<file path="config.mk">
export PLATFORM = sky130hd
export DESIGN_NAME = fct_lane
export DESIGN_NICKNAME = d
export VERILOG_FILES = /design/src/design/fct_pkg.sv /design/src/design/fct_lane.sv
export SDC_FILE = /design/constraint.sdc
export NUM_CORES = 2
export LEC_CHECK = 0
export BUFFER_PORTS_ARGS = -buffer_cell sky130_fd_sc_hd__clkbuf_2
export CORE_ASPECT_RATIO = 0.5
export CORE_UTILIZATION = 41
export DETAILED_ROUTE_END_ITERATION = 16
export GPL_TIMING_DRIVEN = 0
export PLACE_DENSITY = 0.56
export SLEW_MARGIN = 30
export SYNTH_ARGS = -nofsm -noshare
export SYNTH_HDL_FRONTEND = slang
export SYNTH_SLANG_ARGS = --single-unit
</file>
<file path="constraint.sdc">
create_clock -name i_clk -period 11.4 [get_ports i_clk]
set_clock_uncertainty 0.15 [all_clocks]
set_input_delay 1.71 -clock i_clk [delete_from_list [all_inputs] [get_ports i_clk]]
set_output_delay 1.71 -clock i_clk [all_outputs]
set_load 0.02 [all_outputs]
</file>
<file path="src/design/fct_pkg.sv">
// Shared types and constants of the frustum cull test.
`default_nettype none

package fct_pkg;

    localparam int PLANE_REGS   = 6;
    localparam int NORM_BITS    = 16;
    localparam int PLANE_BITS   = 64;
    localparam int RADIUS_BITS  = 15;
    localparam int FRAC_SHIFT   = 14;
    localparam int ROUND_BIAS   = 8192;
    localparam int CFG_IDX_BITS = 3;

    localparam logic [CFG_IDX_BITS-1:0] CFG_FRUSTUM_VALID = 3'd6;

    typedef enum logic [1:0] {
        OP_POINT    = 2'd0,
        OP_SPHERE   = 2'd1,
        OP_BOX      = 2'd2,
        OP_RESERVED = 2'd3
    } t_opcode;

    typedef enum logic [1:0] {
        VERDICT_INSIDE  = 2'd0,
        VERDICT_PARTIAL = 2'd1,
        VERDICT_OUTSIDE = 2'd2
    } t_verdict;

    typedef struct packed {
        logic adv_b;
        logic adv_c;
    } t_stage_en;

endpackage

`default_nettype wire

</file>
<file path="src/design/fct_lane.sv">
// One plane lane: corner selection, products, rounded signed distance.
`default_nettype none

module fct_lane import fct_pkg::*; #(
    parameter int COORD_BITS = 16,
    parameter int DIST_BITS  = 34
) (
    input  wire logic                          i_clk,
    input  wire t_stage_en                     i_adv,
    input  wire logic [PLANE_BITS-1:0]         i_plane,
    input  wire logic                          i_box,
    input  wire logic signed [COORD_BITS-1:0]  i_mn [3],
    input  wire logic signed [COORD_BITS-1:0]  i_mx [3],
    output logic signed [DIST_BITS-1:0]        o_dist_far,
    output logic signed [DIST_BITS-1:0]        o_dist_near
);

    localparam int PW = COORD_BITS + NORM_BITS;

    logic signed [NORM_BITS-1:0]  w_n [3];
    logic signed [NORM_BITS-1:0]  w_off;
    logic signed [COORD_BITS-1:0] w_far [3];
    logic signed [COORD_BITS-1:0] w_near [3];
    logic signed [PW-1:0]         n_pf [3];
    logic signed [PW-1:0]         n_pn [3];
    logic signed [PW-1:0]         r_pf [3];
    logic signed [PW-1:0]         r_pn [3];
    logic signed [DIST_BITS-1:0]  w_bias;
    logic signed [DIST_BITS-1:0]  w_acc_far;
    logic signed [DIST_BITS-1:0]  w_acc_near;

    always_comb begin
        for (int a = 0; a < 3; a++) begin
            w_n[a]    = i_plane[NORM_BITS*a +: NORM_BITS];
            w_far[a]  = (i_box && !w_n[a][NORM_BITS-1]) ? i_mx[a] : i_mn[a];
            w_near[a] = (i_box &&  w_n[a][NORM_BITS-1]) ? i_mx[a] : i_mn[a];
            n_pf[a]   = PW'(w_far[a])  * PW'(w_n[a]);
            n_pn[a]   = PW'(w_near[a]) * PW'(w_n[a]);
        end
        w_off = i_plane[PLANE_BITS-1 -: NORM_BITS];
    end

    always_ff @(posedge i_clk) begin
        if (i_adv.adv_b) begin
            r_pf <= n_pf;
            r_pn <= n_pn;
        end
    end

    // fold rounding and offset into one sum ahead of the floor shift
    assign w_bias = DIST_BITS'(ROUND_BIAS) - (DIST_BITS'(w_off) <<< FRAC_SHIFT);

    assign w_acc_far  = DIST_BITS'(r_pf[0]) + DIST_BITS'(r_pf[1])
                      + DIST_BITS'(r_pf[2]) + w_bias;
    assign w_acc_near = DIST_BITS'(r_pn[0]) + DIST_BITS'(r_pn[1])
                      + DIST_BITS'(r_pn[2]) + w_bias;

    always_ff @(posedge i_clk) begin
        if (i_adv.adv_c) begin
            o_dist_far  <= w_acc_far  >>> FRAC_SHIFT;
            o_dist_near <= w_acc_near >>> FRAC_SHIFT;
        end
    end

endmodule

`default_nettype wire

</file>
==> results by group <==
STA
  – Crit share post-route: 0.949
  – Achievable Freq: 92.4 MHz
  – Clock period minus worst slack: 10.82 ns
  – Slew headroom: 0.256
  – Worst-Margin Slew: 1.11 ns
  – TNS Setup: 0 ns
  – Setup violators final: 0
  – Unrepaired setup endpoints after global routing: no
  – Final Hold Viols: 0
  – Final Max Tran Viols: 0

Critical path
  – Register-to-Register Path Depth: 15
  – Worst Path Buf+Inv: 6
  – Worst Setup Path Type: input pin to register
  – Cell mode on critical path: fa_1
  – Arr. time, crit path: roughly 11 ns
  – WP depth: 25
  – Critical Path End Type: register
  – Critical Path Max Stage Delay: 0.78 ns
  – Worst path required time: 11.51 ns
  – Max FO, Critical Path: 10
  – Worst path slowest cell: xnor2_1
  – Delay-heaviest family, CP: adder cells
  – Worst setup SP type: input pin

Place
  – PortBufs: 230
  – Routability congestion estimate from global placement: between 0.9 and 1
  – DP Wirelength: approximately 190 mm

Clocking
  – Post-CTS setup buffers: 0
  – Clock sinks: 232
  – Total CTS buffers: 29
  – TritonCTS clock tree: built
  – Worst skew pair latency: about 0.60 ns
  – CTS max path bufs: 3
  – Hold-fix buffers, CTS: 0
  – Resize count post-CTS: 0
  – Worst-path clk slew: 0.07 ns
  – CTS H-tree depth: 1
  – CTS Root Cell: clkbuf_16

Global route
  – Tot GR Track Use: 0.252
  – Largest net degree at the start of global routing: 84
  – Total congestion overflow: 0
  – First-pass GRT wire length: 333 mm
  – Number of global-route vias before repair: 53262
  – Initial antenna violation count: 28

Synth
  – Yosys cell types: 71
  – Sequential share of the synthesized area: 0.0964
  – Main synth FF type: edfxtp_1
  – EDFF count, synth: 232
  – Mapped cell area: 0.0723 mm^2
  – Syn avg cell area: 9.68 um^2
  – Mapped Cells: 7466
  – FF+latch count, synth: 232
  – Synth warn: 0
  – Syn nets: 9881
  – Async SR Flop Fraction: 0

Route
  – Number of DRC markers in iteration 0: around 3800
  – Remaining DRCs: 0
  – WL/cell: 21.5 um
  – Drt pass-1 iters: 7
  – Via count: 51064
  – Vias per cell: 5.07
  – Routed WL: around 220 mm
  – Detail Route Antenna Nets: 0

Min path
  – Hold path depth: 3
  – HP Class: register to register

Final layout
  – P&R area growth vs syn: 7.37%
  – Share of layout cells above drive strength 1: 0.0593
  – Layout net count: 10146
  – # fillers: around 17000

Floorplan
  – Starting density of the core: 0.415
  – Die Y: ~300 um
  – Core area: 0.174 mm^2
  – FP Rows: 108
  – Die area: around 0.18 mm^2
  – I/O pin cnt: 232
  – Die W: 596 um

Status
  – Status: finished, final reports clean

Flow run
  – Max cap viols: 0
-- cell families after synthesis --
family,share of synthesized area
compound gates,0.0451
fa+ha+maj,0.564
flops,0.0964
simple gates,0.132
buf+inv,0.116
xor+xnor,0.0318
mux,0.0149
-- stage by stage --
step	worst slack (ns)	std cells	cell area (um^2)	hold WS [ns]	util
after floorplan	2.19	7466	72300	0.740	-
after global placement	-0.835	10006	76300	0.932	0.438
after detailed placement	0.139	10010	76600	0.933	0.440
after CTS	0.709	10063	77500	0.942	0.445
after global routing	0.199	10063	77600	1.01	0.445
final	0.580	10072	77600	0.916	0.445
-- Yosys cell counts (82+ instances only) --
master    count  share of area
fa_1       1672           0.46
mux2_2       90          0.014
ha_1        579           0.10
and2_1      674          0.058
nor2_1      185         0.0096
a21o_1       82         0.0085
edfxtp_1    232          0.096
nor2b_1      89         0.0077
a21oi_1     166          0.011
xnor2_1     201          0.024
clkbuf_1    248          0.013
inv_1      1926           0.10
nand2_1     771          0.040
-- layer usage --
metal,share of wire,GRT usage,up-vias
met5,0.00047,0,-
met3,0.092,0.0568,265
met1,0.46,0.377,26472
li1,-,-,22589
met2,0.42,0.370,1720
met4,0.026,0.0561,18
-- flip-flops by register name, summed over array words and instances (netlist names) --
register	flops
o_dist_near	20
o_dist_far	20
r_pf	96
r_pn	96
-- worst paths after layout --
kind | startpoint | to | slack, ns
setup / recovery | i_box | r_pn[28] | 0.58
hold / removal | r_pn[77] | o_dist_near[0] | 0.92
setup reg to reg | r_pn[15] | o_dist_near[18] | 6.46
hold reg to reg | r_pn[77] | o_dist_near[0] | 0.92
-- placed cells by master (no fill, tap or decap), types with 89 or more instances in the layout --
| cell | synthesis | layout |
|---|---|---|
| a21oi_1 | 166 | 166 |
| and2_1 | 674 | 674 |
| clkbuf_1 | 248 | 245 |
| clkbuf_2 | 0 | 231 |
| edfxtp_1 | 232 | 232 |
| fa_1 | 1672 | 1672 |
| ha_1 | 579 | 579 |
| inv_1 | 1926 | 1926 |
| mux2_2 | 90 | 90 |
| nand2_1 | 771 | 771 |
| nor2_1 | 185 | 185 |
| nor2b_1 | 89 | 89 |
| xnor2_1 | 201 | 183 |
-- final cells by class --
type | count | area, um^2 | share of cell area
diodes | 9 | 22.5 | 0.000290
plain buffers | 280 | 1160 | 0.0150
clock buffers | 29 | 726 | 0.00935
clock inverters | 24 | 238 | 0.00306
inverters | 1928 | 7240 | 0.0933
multi-input cells | 5026 | 57100 | 0.736
flip-flops and latches | 232 | 6970 | 0.0898
well taps | 2310 | 2890 | 0.0373
repair buffers | 234 | 1260 | 0.0162
-- worst reg2reg max path, delay by kind of cell, from the launching register on --
kind | cells | cell delay [ns]
buffers and inverters | 2 | 0.09
AND/OR/NAND/NOR | 2 | 0.35
XOR/XNOR | 1 | 0.09
adder cells (fa/ha/maj) | 3 | 1.35
flip-flops | 1 | 0.41
AO/OA/AOI/OAI | 7 | 2.26
Power is left out: the tool's default activity adds up to more than one toggle a clock period on the data nets, which glitch-free logic cannot reach.
